==> src/design/atcmd_pkg.sv <==
// Package for the AT command line recogniser: sizes, character constants,
// command codes, sequencer states and the structs passed between modules.
// No dependencies.
`default_nettype none

package atcmd_pkg;

    localparam int LINE_CAPACITY = 16;
    localparam int STORE_DEPTH   = LINE_CAPACITY - 1;
    localparam int LEN_W         = $clog2(LINE_CAPACITY);
    localparam int ADDR_W        = $clog2(STORE_DEPTH);
    localparam int OFS_W         = 3;

    localparam logic [7:0] CH_BS    = 8'h08;
    localparam logic [7:0] CH_LF    = 8'h0A;
    localparam logic [7:0] CH_CR    = 8'h0D;
    localparam logic [7:0] CH_SPACE = 8'h20;
    localparam logic [7:0] CH_PLUS  = 8'h2B;
    localparam logic [7:0] CH_DEL   = 8'h7F;
    localparam logic [7:0] CH_UA    = 8'h41;
    localparam logic [7:0] CH_UZ    = 8'h5A;
    localparam logic [7:0] CH_LA    = 8'h61;
    localparam logic [7:0] CH_LC    = 8'h63;
    localparam logic [7:0] CH_LH    = 8'h68;
    localparam logic [7:0] CH_LQ    = 8'h71;
    localparam logic [7:0] CH_LR    = 8'h72;
    localparam logic [7:0] CH_LS    = 8'h73;
    localparam logic [7:0] CH_LT    = 8'h74;

    localparam logic [OFS_W-1:0] OFS_A      = 3'd0;
    localparam logic [OFS_W-1:0] OFS_T      = 3'd1;
    localparam logic [OFS_W-1:0] OFS_PLUS   = 3'd2;
    localparam logic [OFS_W-1:0] OFS_LETTER = 3'd3;
    localparam logic [OFS_W-1:0] OFS_TAIL   = 3'd4;

    localparam logic [2:0] CODE_HELP   = 3'd0;
    localparam logic [2:0] CODE_RUN    = 3'd1;
    localparam logic [2:0] CODE_CHECK  = 3'd2;
    localparam logic [2:0] CODE_SIGN   = 3'd3;
    localparam logic [2:0] CODE_QUIT   = 3'd4;
    localparam logic [2:0] CODE_REJECT = 3'd5;

    typedef enum logic [1:0] {
        ST_IDLE,
        ST_SCAN,
        ST_FINISH
    } t_state;

    typedef struct packed {
        logic              we;
        logic [ADDR_W-1:0] waddr;
        logic [7:0]        wdata;
        logic [ADDR_W-1:0] raddr;
    } t_mem_req;

    typedef struct packed {
        logic       is_space;
        logic       hit;
        logic [2:0] code;
    } t_cmp_res;

    function automatic logic [7:0] to_lower(input logic [7:0] c);
        logic [7:0] r;
        r = c;
        if (c >= CH_UA && c <= CH_UZ) begin
            r = c + 8'd32;
        end
        return r;
    endfunction

endpackage

`default_nettype wire

==> src/design/atcmd_stream_if.sv <==
// Valid/ready channel interfaces for the character input and the command output.
// Depends on nothing.
`default_nettype none

interface atcmd_char_if;
    logic       valid;
    logic       ready;
    logic [7:0] char_in;

    modport source (output valid, output char_in, input ready);
    modport sink (input valid, input char_in, output ready);
endinterface

interface atcmd_code_if;
    logic       valid;
    logic       ready;
    logic [2:0] command_code;

    modport source (output valid, output command_code, input ready);
    modport sink (input valid, input command_code, output ready);
endinterface

`default_nettype wire

==> src/design/atcmd_line_mem.sv <==
// Line store: one write port and one registered read port.
// Depends on atcmd_pkg.
`default_nettype none

module atcmd_line_mem (
    input  wire logic                i_clk,
    input  wire atcmd_pkg::t_mem_req i_req,
    output logic [7:0]               o_rdata
);

    logic [7:0] r_mem [atcmd_pkg::STORE_DEPTH];
    logic [7:0] r_rdata;

    always_ff @(posedge i_clk) begin
        if (i_req.we) begin
            r_mem[i_req.waddr] <= i_req.wdata;
        end
        r_rdata <= r_mem[i_req.raddr];
    end

    assign o_rdata = r_rdata;

endmodule

`default_nettype wire

==> src/design/atcmd_char_cmp.sv <==
// Shared character compare unit: checks one stored byte against the pattern
// position reached so far. Depends on atcmd_pkg.
`default_nettype none

module atcmd_char_cmp (
    input  wire logic [7:0]                  i_char,
    input  wire logic [atcmd_pkg::OFS_W-1:0] i_ofs,
    output atcmd_pkg::t_cmp_res              o_res
);

    logic [7:0] w_low;

    always_comb begin
        w_low          = atcmd_pkg::to_lower(i_char);
        o_res.is_space = (i_char == atcmd_pkg::CH_SPACE);
        o_res.hit      = 1'b0;
        o_res.code     = atcmd_pkg::CODE_REJECT;
        case (i_ofs)
            atcmd_pkg::OFS_A: begin
                o_res.hit = (w_low == atcmd_pkg::CH_LA);
            end
            atcmd_pkg::OFS_T: begin
                o_res.hit = (w_low == atcmd_pkg::CH_LT);
            end
            atcmd_pkg::OFS_PLUS: begin
                o_res.hit = (i_char == atcmd_pkg::CH_PLUS);
            end
            atcmd_pkg::OFS_LETTER: begin
                o_res.hit = 1'b1;
                case (w_low)
                    atcmd_pkg::CH_LH: o_res.code = atcmd_pkg::CODE_HELP;
                    atcmd_pkg::CH_LR: o_res.code = atcmd_pkg::CODE_RUN;
                    atcmd_pkg::CH_LC: o_res.code = atcmd_pkg::CODE_CHECK;
                    atcmd_pkg::CH_LS: o_res.code = atcmd_pkg::CODE_SIGN;
                    atcmd_pkg::CH_LQ: o_res.code = atcmd_pkg::CODE_QUIT;
                    default: o_res.hit = 1'b0;
                endcase
            end
            atcmd_pkg::OFS_TAIL: begin
                o_res.hit = o_res.is_space;
            end
            default: o_res.hit = 1'b0;
        endcase
    end

endmodule

`default_nettype wire

==> src/design/at_command_line_recognizer_unit.sv <==
// AT command line recogniser top level: sequencer, line length and output register.
// Depends on atcmd_pkg, atcmd_stream_if, atcmd_line_mem and atcmd_char_cmp.
//
// Characters arrive on i_char, one per transfer, and command codes leave on
// o_code (0 help, 1 run, 2 check, 3 sign, 4 quit, 5 rejected line).
// A character that is stored, or a line end on a non-empty line, starts a
// scan of the stored line: one entry is read from the line store per cycle
// and checked by the shared compare unit, and i_char is not ready until the
// sequencer is back in ST_IDLE. Erase and empty line ends are handled in
// ST_IDLE without a scan; a full-line reject goes straight to ST_FINISH.
// A result sits in an output register; the next character is taken while it
// waits. If a new result is due while the previous one has not been taken,
// the sequencer holds until o_code is free.
// Reset empties the line and drops any pending result; the line store needs
// no clearing, as only entries written since the line was started are read.
`default_nettype none

module at_command_line_recognizer_unit (
    input  wire logic   i_clk,
    input  wire logic   i_rst_n,
    atcmd_char_if.sink  i_char,
    atcmd_code_if.source o_code
);

    atcmd_pkg::t_state              r_state, n_state;
    logic [atcmd_pkg::LEN_W-1:0]    r_len, n_len;
    logic [atcmd_pkg::LEN_W-1:0]    r_idx, n_idx;
    logic                           r_rd_vld, n_rd_vld;
    logic [atcmd_pkg::OFS_W-1:0]    r_ofs, n_ofs;
    logic                           r_fail, n_fail;
    logic                           r_eol, n_eol;
    logic [2:0]                     r_letter, n_letter;
    logic                           r_out_vld, n_out_vld;
    logic [2:0]                     r_out_code, n_out_code;

    atcmd_pkg::t_mem_req            w_mem_req;
    logic [7:0]                     w_rdata;
    atcmd_pkg::t_cmp_res            w_cmp;
    logic                           w_accept;
    logic                           w_out_free;
    logic                           w_is_eol;
    logic                           w_is_erase;

    atcmd_line_mem u_mem (
        .i_clk   (i_clk),
        .i_req   (w_mem_req),
        .o_rdata (w_rdata)
    );

    atcmd_char_cmp u_cmp (
        .i_char (w_rdata),
        .i_ofs  (r_ofs),
        .o_res  (w_cmp)
    );

    assign i_char.ready        = (r_state == atcmd_pkg::ST_IDLE);
    assign w_accept            = i_char.valid && i_char.ready;
    assign o_code.valid        = r_out_vld;
    assign o_code.command_code = r_out_code;
    assign w_out_free          = !r_out_vld || o_code.ready;
    assign w_is_eol   = (i_char.char_in == atcmd_pkg::CH_CR) ||
                        (i_char.char_in == atcmd_pkg::CH_LF);
    assign w_is_erase = (i_char.char_in == atcmd_pkg::CH_BS) ||
                        (i_char.char_in == atcmd_pkg::CH_DEL);

    always_ff @(posedge i_clk) begin
        if (!i_rst_n) begin
            r_state   <= atcmd_pkg::ST_IDLE;
            r_len     <= '0;
            r_rd_vld  <= 1'b0;
            r_out_vld <= 1'b0;
        end else begin
            r_state   <= n_state;
            r_len     <= n_len;
            r_rd_vld  <= n_rd_vld;
            r_out_vld <= n_out_vld;
        end
        r_idx      <= n_idx;
        r_ofs      <= n_ofs;
        r_fail     <= n_fail;
        r_eol      <= n_eol;
        r_letter   <= n_letter;
        r_out_code <= n_out_code;
    end

    always_comb begin
        n_state    = r_state;
        n_len      = r_len;
        n_idx      = r_idx;
        n_rd_vld   = 1'b0;
        n_ofs      = r_ofs;
        n_fail     = r_fail;
        n_eol      = r_eol;
        n_letter   = r_letter;
        n_out_vld  = r_out_vld && !o_code.ready;
        n_out_code = r_out_code;

        w_mem_req.we    = 1'b0;
        w_mem_req.waddr = r_len[atcmd_pkg::ADDR_W-1:0];
        w_mem_req.wdata = i_char.char_in;
        w_mem_req.raddr = r_idx[atcmd_pkg::ADDR_W-1:0];

        case (r_state)
            atcmd_pkg::ST_IDLE: begin
                n_idx  = '0;
                n_ofs  = atcmd_pkg::OFS_A;
                n_fail = 1'b0;
                if (w_accept) begin
                    if (w_is_eol) begin
                        if (r_len != '0) begin
                            n_eol   = 1'b1;
                            n_state = atcmd_pkg::ST_SCAN;
                        end
                    end else if (w_is_erase && r_len != '0) begin
                        n_len = r_len - 1'b1;
                    end else if (r_len >= atcmd_pkg::LEN_W'(atcmd_pkg::STORE_DEPTH)) begin
                        n_eol   = 1'b1;
                        n_fail  = 1'b1;
                        n_state = atcmd_pkg::ST_FINISH;
                    end else begin
                        w_mem_req.we = 1'b1;
                        n_len        = r_len + 1'b1;
                        n_eol        = 1'b0;
                        n_state      = atcmd_pkg::ST_SCAN;
                    end
                end
            end
            atcmd_pkg::ST_SCAN: begin
                if (r_idx != r_len) begin
                    n_idx    = r_idx + 1'b1;
                    n_rd_vld = 1'b1;
                end else if (!r_rd_vld) begin
                    n_state = atcmd_pkg::ST_FINISH;
                end
                if (r_rd_vld && !r_fail) begin
                    if (r_ofs == atcmd_pkg::OFS_A && w_cmp.is_space) begin
                        n_ofs = r_ofs;
                    end else if (!w_cmp.hit) begin
                        n_fail = 1'b1;
                    end else if (r_ofs != atcmd_pkg::OFS_TAIL) begin
                        if (r_ofs == atcmd_pkg::OFS_LETTER) begin
                            n_letter = w_cmp.code;
                        end
                        n_ofs = r_ofs + 1'b1;
                    end
                end
            end
            atcmd_pkg::ST_FINISH: begin
                if (!r_fail && r_ofs == atcmd_pkg::OFS_TAIL) begin
                    if (w_out_free) begin
                        n_out_vld  = 1'b1;
                        n_out_code = r_letter;
                        n_len      = '0;
                        n_state    = atcmd_pkg::ST_IDLE;
                    end
                end else if (r_eol) begin
                    if (w_out_free) begin
                        n_out_vld  = 1'b1;
                        n_out_code = atcmd_pkg::CODE_REJECT;
                        n_len      = '0;
                        n_state    = atcmd_pkg::ST_IDLE;
                    end
                end else begin
                    n_state = atcmd_pkg::ST_IDLE;
                end
            end
            default: begin
                n_state = atcmd_pkg::ST_IDLE;
            end
        endcase
    end

endmodule

`default_nettype wire

==> src/flat_wrapper.sv <==
// flat-port wrapper written by rule: the top's interface ports become plain ports
module at_command_line_recognizer_unit_flat 
  (i_clk, i_rst_n, i_char_valid, i_char_char_in, i_char_ready, o_code_valid, o_code_command_code, o_code_ready);
  atcmd_char_if i_char_i ();
  atcmd_code_if o_code_i ();
  input  wire logic i_clk;
  input  wire logic i_rst_n;
  input wire logic [$bits(i_char_i.valid)-1:0] i_char_valid;
  input wire logic [$bits(i_char_i.char_in)-1:0] i_char_char_in;
  output wire logic [$bits(i_char_i.ready)-1:0] i_char_ready;
  output wire logic [$bits(o_code_i.valid)-1:0] o_code_valid;
  output wire logic [$bits(o_code_i.command_code)-1:0] o_code_command_code;
  input wire logic [$bits(o_code_i.ready)-1:0] o_code_ready;
  assign i_char_i.valid = i_char_valid;
  assign i_char_i.char_in = i_char_char_in;
  assign i_char_ready = i_char_i.ready;
  assign o_code_valid = o_code_i.valid;
  assign o_code_command_code = o_code_i.command_code;
  assign o_code_i.ready = o_code_ready;
  at_command_line_recognizer_unit u_core (.i_clk(i_clk), .i_rst_n(i_rst_n), .i_char(i_char_i), .o_code(o_code_i));
endmodule
==> config.mk <==
export PLATFORM = sky130hd
export DESIGN_NAME = at_command_line_recognizer_unit_flat
export DESIGN_NICKNAME = d
export VERILOG_FILES = /design/src/design/atcmd_pkg.sv /design/src/design/atcmd_stream_if.sv /design/src/design/atcmd_line_mem.sv /design/src/design/atcmd_char_cmp.sv /design/src/design/at_command_line_recognizer_unit.sv /design/src/flat_wrapper.sv
export SDC_FILE = /design/constraint.sdc
export NUM_CORES = 1
export LEC_CHECK = 0
export BUFFER_PORTS_ARGS = -buffer_cell sky130_fd_sc_hd__buf_2
export CAP_MARGIN = 20
export CORE_MARGIN = 2
export CORE_UTILIZATION = 60
export DETAILED_ROUTE_END_ITERATION = 16
export MAX_ROUTING_LAYER = met4
export PLACE_DENSITY = 0.82
export SLEW_MARGIN = 25
export SYNTH_ARGS = -nofsm -noshare
export SYNTH_HDL_FRONTEND = slang
export SYNTH_SLANG_ARGS = --single-unit
==> constraint.sdc <==
create_clock -name i_clk -period 3.07 [get_ports i_clk]
set_input_delay 0.307 -clock i_clk [delete_from_list [all_inputs] [get_ports i_clk]]
set_output_delay 0.307 -clock i_clk [all_outputs]
set_load 0.05 [all_outputs]
# Yosys cells after proc, flatten, opt, wreduce, memory -nomap -nowiden
# Memories as Yosys holds them, arrays and structs flattened. A register that Yosys moved wholly into a read port is not among the register bits.
# Index checks and enable logic that the tools add are counted.
# totals
out_inout_bits	5
memories	1
reg_bits	23
ram_bits	120
# classes
order_cmp	3
muxes	57
n_addsub	5
bitwise_logic	1
n_eq_ne	37
n_reduce_logical	29
# mem_list
memory	depth	width	read_ports	rd_ports_with_merged_regs	write_ports	line_no	source
u_core.u_mem.r_mem	15	8	1	1	1	atcmd_line_mem.sv:11	logic [7:0] r_mem [atcmd_pkg::STORE_DEPTH];
# op_table
operator	count
$eq A8 B7 Y1 const B	8
$mux W4	8
$eq A8 B4 Y1 const B	3
$mux W3	8
$mux W1	23
$mux W2	10
$eq A8 B6 Y1 const B	2
$pmux W4 S2	2
$pmux W3 S5	1
$reduce_and A5 Y1	3
$ne A2 B2 Y1 const B	7
$ne A3 B3 Y1 const B	4
$ne A2 B1 Y1 const B	5
$add A4 B1 Y4 const B	2
$add A8 B6 Y8 const B	1
$ge A8 B7 Y1 const B	1
$le A8 B7 Y1 const B	1
$mux W8	1
$reduce_and A4 Y1	2
$logic_and A1 B1 Y1	7
$eq A3 B2 Y1 const B	2
$pmux W2 S3	1
$pmux W3 S2	1
$reduce_and A6 Y1	1
other kinds (21)	28

# Longest topological paths before layout
# Gate-level depths: netlist (run 1).
# logic_depth
ltp_word	11
mapped_depth	11
ltp_nobuf	10

# Hierarchy
# Synthesis (run 1) repeated with hierarchy kept, for this count alone.
# hier_totals
cells_unflattened	411
area_unflattened_um2	6568.8
# by_module_without_submodules
mod	cells_per_inst	area_each_um2	n_inst
atcmd_line_mem	229	4865.9	1
at_command_line_recognizer_unit	137	1383.8	1
atcmd_char_cmp	45	319.1	1

# Least setup slack after synthesis (run 1)
# OpenSTA, ideal clock, no wires.
# synth_path
path_kind	register to register
from	reg u_core.r_state[0]
to	mem u_core.u_mem.r_mem[0][0], enable pin
arrival_ns	2.117
stages_incl_launch_ff	5
period_less_slack_ns	2.501
setup_time_ns	0.383
required_ns	2.687
path_slack_ns	0.569
cell_sequence	dfxtp_1 clkbuf_1 nor2_1 nand2_1 nor3_1
# synth_via
elab_chain_len	6
# synth_lines
item	line_no	source
from (decl)	at_command_line_recognizer_unit.sv:25	atcmd_pkg::t_state r_state, n_state;
from (signal assigned)	at_command_line_recognizer_unit.sv:68	r_state <= atcmd_pkg::ST_IDLE;
from (signal assigned)	at_command_line_recognizer_unit.sv:73	r_state <= n_state;
$logic_not A2 Y1 *	at_command_line_recognizer_unit.sv:56	assign i_char.ready = (r_state == atcmd_pkg::ST_IDLE);
via i_char_ready	flat_wrapper.sv:10	output wire logic [$bits(i_char_i.ready)-1:0] i_char_ready;
$logic_and A1 B1 Y1	at_command_line_recognizer_unit.sv:57	assign w_accept = i_char.valid && i_char.ready;
$mux W1	at_command_line_recognizer_unit.sv:108	if (w_accept) begin
$mux W1 *	at_command_line_recognizer_unit.sv:103	case (r_state)
$mux W1 *	atcmd_line_mem.sv:15	if (i_req.we) begin
$mux W1 (implied by the code) *	atcmd_line_mem.sv:16	r_mem[i_req.waddr] <= i_req.wdata;
to (decl)	atcmd_line_mem.sv:11	
# Mark *: on every way through the listed nets, which the timed path passes. The rest lies on a longest branch.

# Worst setup path after layout (run 1)
# layout_path
from	reg u_core.r_len[0] in the netlist's numbering
to	reg u_core.r_len[3] in the netlist's numbering
# layout_via
elab_chain_len	6
# layout_lines
item	line_no	source
from (decl)	at_command_line_recognizer_unit.sv:26	logic [atcmd_pkg::LEN_W-1:0] r_len, n_len;
from (signal assigned)	at_command_line_recognizer_unit.sv:74	r_len <= n_len;
$add A4 B1 Y4 or $reduce_bool A4 Y1 (tied branches)	at_command_line_recognizer_unit.sv:122, at_command_line_recognizer_unit.sv:114	
$mux W4 or $logic_and A1 B1 Y1 (tied branches)	at_command_line_recognizer_unit.sv:116, at_command_line_recognizer_unit.sv:114	
$mux W4	at_command_line_recognizer_unit.sv:114	end else if (w_is_erase && r_len != '0) begin
$mux W4	at_command_line_recognizer_unit.sv:109	if (w_is_eol) begin
$mux W4	at_command_line_recognizer_unit.sv:108	
$pmux W4 S2	at_command_line_recognizer_unit.sv:103	
# Parallel ways exist; a longest one is shown, timed or not. The select of a mux whose other input is x is not followed.
# A chain may end at the register's enable or synchronous reset.

==> results of run 1 <==
logic make-up (layout without fill, tap and decap cells):
| family | Yosys count | in the layout | synth area share (%) |
|---|---|---|---|
| adders and majority gates | 11 | 11 | 2.22 |
| xor gates and xnor gates | 7 | 7 | 0.956 |
| and+or+nand+nor | 107 | 107 | 8.42 |
| muxes | 40 | 40 | 12.5 |
| AOI/OAI and AO/OA | 51 | 51 | 5.23 |
| buffers and inverters | 35 | 81 | 2.52 |
| DFF | 151 | 151 | 68.2 |
stage by stage:
step | power (W) | hold slack (ns)
after floorplan | 0.00361 | 0.406
after global placement | 0.00390 | 0.510
after detailed placement | 0.00395 | 0.517
after CTS | 0.00600 | 0.0902
after global routing | 0.00620 | 0.104
final | 0.00599 | 0.103
synth_stat cells (2+ instances only):
master and count:
o21ai_2 2, nand2_1 21, o21ai_0 17, buf_2 3, and3b_1 2, nor3_1 12
edfxtp_1 135, ha_1 9, a21boi_0 2, o311a_1 3, and2_1 3, clkbuf_1 12
o211ai_1 2, buf_1 2, and4_1 2, o21a_1 5, nand3_1 7, a21o_1 2
mux2i_1 8, nor2_1 31, nand2b_1 9, nor2b_1 4, dfxtp_1 16, or3_1 2
nand4_1 2, buf_4 3, mux4_2 32, xor2_1 2, a21oi_1 8, xnor2_1 5
inv_1 12, buf_6 2, o41ai_1 2, and3_1 5
power groups by stage:
stage	combinational (W)	clock, W	sequential, W
5_1_grt	0.00139	0.00214	0.00267
3_3_place_gp	0.00124	0	0.00266
4_1_cts	0.00129	0.00207	0.00264
3_5_place_dp	0.00127	0	0.00268
2_1_floorplan	0.00107	0	0.00254
6_report	0.00129	0.00206	0.00264
metal layers:
layer,global-route usage [%],vias up
li1,-,1623
met1,33.7,1844
met2,42.5,187
met3,6.30,42
met4,12.9,0
met5,-,-
area by class of cell:
type | count | share of cell area (%)
flip-flops and latches | 151 | 59.7
multi-input cells | 216 | 25.7
clock buffers | 19 | 5.75
repair buffers | 39 | 3.79
well taps | 136 | 2.32
clock inverters | 10 | 2.13
inverters | 13 | 0.666
state kept, by name, summed over array words and instances, names as in the netlist:
register                    count
u_core.u_mem.r_mem            120
u_core.u_mem.o_rdata            8
u_core.r_idx                    4
u_core.r_len                    4
u_core.o_code.command_code      3
u_core.r_letter                 3
u_core.r_ofs                    3
u_core.r_state                  2
u_core.o_code.valid             1
u_core.r_eol                    1
u_core.r_fail                   1
u_core.r_rd_vld                 1
critical path, stage by stage (launching register included):
cell and delay [ns]:
dfxtp_1 0.42, nor2_1 0.20, nand2_1 0.17, o21ai_2 0.18, inv_2 0.14, ha_1 0.32, a21o_1 0.17, a21o_1 0.20
nor3_1 0.14, a211oi_1 0.07, o311a_1 0.33
how the worst min path moves through the flow:
stage | cells past startpoint | end
after floorplan | 0 | u_core.u_mem.r_mem[0][0]
after global placement | 1 | u_core.o_code.command_code[2]
after detailed placement | 1 | u_core.o_code.command_code[0]
after CTS | 2 | u_core.r_len[3]
after global routing | 2 | u_core.r_len[3]
final | 2 | u_core.r_len[3]
==> results.json, run 1 <==
{
  "drt_iter0_drc": 445,
  "seq_area_frac_synth_pct": 68.2,
  "path_class": "register to register",
  "clk_pin_slew_ns": 0.06,
  "postCtsHoldBufs": 0,
  "relSlewSlack_pct": 57.6,
  "port_buffers": 16,
  "post_drt_wl_per_cell_um": 23.8,
  "place_inst": 555,
  "yosysWarnings": 0,
  "synth_nets": 424,
  "ys_async_sr_fraction_pct": 0,
  "r2r-start": "u_core.r_len[0]",
  "fmax_ghz": 0.405,
  "ys_ff_latch": 151,
  "powerDensity_nw_per_um2": 817,
  "clock_power_share_pct": 34.4,
  "route.antenna.remaining_nets": 0,
  "regArea_um2": 4370,
  "fin_crit_ns": 2.47,
  "min_path_type": "primary input to register",
  "r2r_cells": 10,
  "utilization_pct": 70.7,
  "die_w_um": 107,
  "skew_ns": 0.00728,
  "antenna_found_initial": 0,
  "place_area_um2": 6750,
  "finalWorstSetupSlack_ns": 0.601,
  "fin_crit_sh_pct": 80.4,
  "rr_endpoint": "u_core.r_len[3]",
  "place_congestion": 0.930,
  "fin_nets": 460,
  "min_from": "i_rst_n",
  "clock-sinks": 151,
  "drive_above_1_share_pct": 23.0,
  "die-area_um2": 11500,
  "cts_root_buffer": "clkbuf_8",
  "arrival_ns": 2.88,
  "crit_start": "u_core.r_len[0]",
  "first_pass_iters": 5,
  "antenna_cells": 0,
  "drcViolationCount": 0,
  "startpoint_type": "register",
  "ys.flop_type": "edfxtp_1",
  "grt_pass1_wl_mm": 21.3,
  "switching_power_w": 0.00164,
  "final_cell_area_um2": 7330,
  "final_common_cell": "edfxtp_1",
  "wl_met1_mm": 5.51,
  "drt_wl_total_mm": 13.9,
  "syn-mean-instance-area_um2": 16.0,
  "fin_setup_tns_ns": 0,
  "grt_max_degree": 44,
  "area_growth_pct": 14.2,
  "seqPwrFrac_pct": 44.1,
  "core_um2": 10400,
  "place_worst_setup_slack_ns": 0.330,
  "synth_area_um2": 6420,
  "vias": 3696,
  "ir_drop_uv": 490,
  "worstPathRequired_ns": 3.48,
  "postCtsSetupBuffers": 0,
  "dpl.hpwl_mm": 8.21,
  "rsz0062_at_grt": "no",
  "worstSetupEndpoint": "u_core.r_len[3]",
  "p_sw_share_pct": 27.4,
  "power_leakage_nw": 2.50,
  "grt.overflow.total": 0,
  "ys_top_cells_by_area": "edfxtp_1, mux4_2, dfxtp_1, nor2_1, ha_1",
  "clockBufferDepth": 2,
  "status": "finished, final reports clean",
  "die_h_um": 107,
  "cap_violations": 0,
  "clock_latency_ns": 0.53,
  "finalHoldViolCount": 0,
  "syn_inst": 402,
  "multi_input_area_um2": 1880,
  "n_fill_cell": 663,
  "wl_met3_mm": 1.03,
  "fin_cells": 584,
  "ios": 17,
  "h-tree-depth": 4,
  "grt_pass1_vias": 3730,
  "slew_viol_final": 0,
  "wl_met2_mm": 6.75,
  "crit_fanout": 10,
  "highest_layer": "met4",
  "ys_types": 52,
  "cts-resized-gates": 0,
  "start_util_pct": 61.9,
  "setup_viol_count_final": 0,
  "yosysTopAreaCell": "edfxtp_1",
  "grt_use_total_pct": 27.1,
  "cts_buffers": 17,
  "rows": 37,
  "synth-edff-count": 135,
  "drt-vias-per-instance": 6.33,
  "r2r_slack_ns": 0.60,
  "end_kind": "register",
  "p_int_w": 0.00435,
  "cts_tree": "done",
  "combPwrFrac_pct": 21.5,
  "tightest_slew_ns": 0.636,
  "netlist.area_leader.share_pct": 63.2,
  "final_cell_mix": "edfxtp_1, mux4_2, nor2_1"
}
No activity file was read; power rests on OpenSTA's default activity.
==> inputs of run 2 (changes only) <==
- ABC_AREA: unset -> 1
- CORE_UTILIZATION: 60 -> 56
- PLACE_DENSITY: 0.82 -> 0.8
- clock period: 3.07 -> 2.1 ns (I/O delays scaled with it)
==> run 2 against run 1 <==
Compared with the run above:
- synthesized area up 4.3%
- synthesized cell count grew 50%
- total power rose by 61%
- die area increased by 11%
- non-clock buffer count grew 30
- cell area increased by 9.6%
- highest routed layer unchanged
==> results.json, run 2 <==
{
  "r2r_slack_ns": 0.02,
  "yosysWarnings": 0,
  "synth_nets": 626,
  "setup_viol_count_final": 0,
  "place_area_um2": 7330,
  "die_h_um": 113,
  "fmax_ghz": 0.481,
  "final_common_cell": "edfxtp_1",
  "top_register": "u_core.u_mem.r_mem",
  "power_w": 0.00966,
  "regArea_um2": 4380,
  "yosysMostFrequentCell": "edfxtp_1",
  "route.antenna.remaining_nets": 0,
  "netlist.area_leader.share_pct": 60.6,
  "worstPathRequired_ns": 2.22,
  "p_int_w": 0.00639,
  "crit_fanout": 6,
  "cts_root_buffer": "clkbuf_16",
  "rows": 39,
  "cts_buffers": 17,
  "wl_met2_mm": 8.24,
  "clockBufferDepth": 2,
  "ios": 17,
  "wl_met1_mm": 6.35,
  "tightest_slew_ns": 0.743,
  "drt_iter0_drc": 614,
  "syn_inst": 604,
  "place_inst": 784,
  "die-area_um2": 12800,
  "grt.overflow.total": 0,
  "fin_nets": 688,
  "multi_input_area_um2": 2110,
  "min_path_type": "primary input to register",
  "core_um2": 11600,
  "grt_pass1_wl_mm": 25.8,
  "end_kind": "register",
  "rsz0062_at_grt": "yes",
  "grt_max_degree": 61,
  "drcViolationCount": 0,
  "largest_reg_flops": 120,
  "fin_crit_ns": 2.08,
  "clock-sinks": 151,
  "dpl.hpwl_mm": 10.6,
  "ys_types": 42,
  "clock_latency_ns": 0.42,
  "n_fill_cell": 736,
  "seq_area_frac_synth_pct": 65.4,
  "antenna_cells": 0,
  "finalHoldViolCount": 0,
  "syn-mean-instance-area_um2": 11.1,
  "path_class": "register to register",
  "yosysTopAreaCell": "edfxtp_1",
  "place_congestion": 0.899,
  "switching_power_w": 0.00327,
  "fin_crit_sh_pct": 99.1,
  "drive_above_1_share_pct": 23.9,
  "cts_tree": "done",
  "drt-vias-per-instance": 6.07,
  "drt_wl_total_mm": 16.5,
  "final_cell_mix": "edfxtp_1, nor2_1, nand2_1",
  "post_drt_wl_per_cell_um": 20.0,
  "combPwrFrac_pct": 29.1,
  "ys_top_cells_by_area": "edfxtp_1, nor2_1, nand2_1, dfxtp_1, o21ai_0",
  "status": "finished, final reports clean",
  "highest_layer": "met4",
  "area_growth_pct": 20.1,
  "synth_area_um2": 6690,
  "ys_ff_latch": 151,
  "synth_common_cells": "edfxtp_1, nor2_1, nand2_1",
  "startpoint_type": "register",
  "start_util_pct": 57.9,
  "clock_power_share_pct": 31.7,
  "ys_async_sr_fraction_pct": 0,
  "powerDensity_nw_per_um2": 1200,
  "first_pass_iters": 5,
  "p_sw_share_pct": 33.8,
  "grt_use_total_pct": 27.6,
  "ir_drop_uv": 677,
  "vias": 4992,
  "power_leakage_nw": 2.98,
  "grt_pass1_vias": 4903,
  "ys.flop_type": "edfxtp_1",
  "final_cell_area_um2": 8040,
  "antenna_found_initial": 0,
  "wl_met3_mm": 1.29,
  "arrival_ns": 2.20,
  "fin_cells": 822,
  "seqPwrFrac_pct": 39.3,
  "fin_setup_tns_ns": 0,
  "relSlewSlack_pct": 50.3,
  "die_w_um": 113,
  "clk_pin_slew_ns": 0.06,
  "h-tree-depth": 4,
  "synth-edff-count": 135,
  "port_buffers": 16,
  "skew_ns": 0.00669,
  "slew_viol_final": 0,
  "utilization_pct": 69.5,
  "cap_violations": 0
}
[run 2: power by group through the flow]
stage	logic (W)	clock network [W]	registers, W
after floorplan	0.00176	0	0.00372
after global placement	0.00246	0	0.00380
after detailed placement	0.00258	0	0.00382
after CTS	0.00264	0.00308	0.00376
after global routing	0.00306	0.00322	0.00382
final	0.00281	0.00306	0.00379
[run 2: kinds of logic after synthesis]
group | Yosys count | share of synthesized area [%]
and+or+nand+nor | 243 | 16.8
xor gates and xnor gates | 5 | 0.654
DFF | 151 | 65.4
buffers and inverters | 71 | 4.32
AOI/OAI and AO/OA | 124 | 10.9
adders and majority gates | 10 | 1.98
[run 2: path summary, 6_finish.rpt]
kind | cells after the start | startpoint | end
min | 1 | i_char_char_in[1] | u_core.u_mem.r_mem[4][1]
max | 12 | u_core.u_mem.o_rdata[0] | u_core.r_letter[1]
max reg2reg | 12 | u_core.u_mem.o_rdata[0] | u_core.r_letter[1]
min reg2reg | 1 | u_core.r_letter[2] | u_core.o_code.command_code[2]
[run 2: cell type report]
| type | count | share of cell area, % |
|---|---|---|
| clock inverters | 11 | 1.87 |
| clock buffers | 21 | 5.60 |
| flip-flops and latches | 151 | 54.5 |
| repair buffers | 69 | 7.35 |
| well taps | 143 | 2.23 |
| multi-input cells | 382 | 26.3 |
| inverters | 45 | 2.13 |
[run 2: repair_timing]
action,CTS,global route
hold buffers,0,0
endpoints found under the setup margin,3,31
pin swaps,0,5
gates resized for setup,1,17
setup buffers,0,6
[run 2: through the flow]
step	setup slack (ns)	hold slack, ns
final	0.0190	0.0620
after global routing	-0.130	0.0574
after CTS	0.0342	0.0497
after detailed placement	-0.0307	0.486
after global placement	0.0314	0.466
after floorplan	-0.000479	0.309
[run 2: critical path, stage by stage (launching register included)]
cell	delay (ns)
dfxtp_1	0.44
inv_1	0.10
nand2_1	0.12
nor2_1	0.10
o21ai_1	0.16
nand3_1	0.11
nand2_2	0.15
nand3_2	0.10
nand3_2	0.10
nand2_1	0.07
nand2_2	0.10
nand2_2	0.07
nor2_4	0.16
[run 2: metal layers]
metal,vias to the layer above,global-route usage (%)
met3,58,6.27
met4,0,11.5
met5,-,-
met1,2389,34.1
met2,287,44.2
li1,2258,-
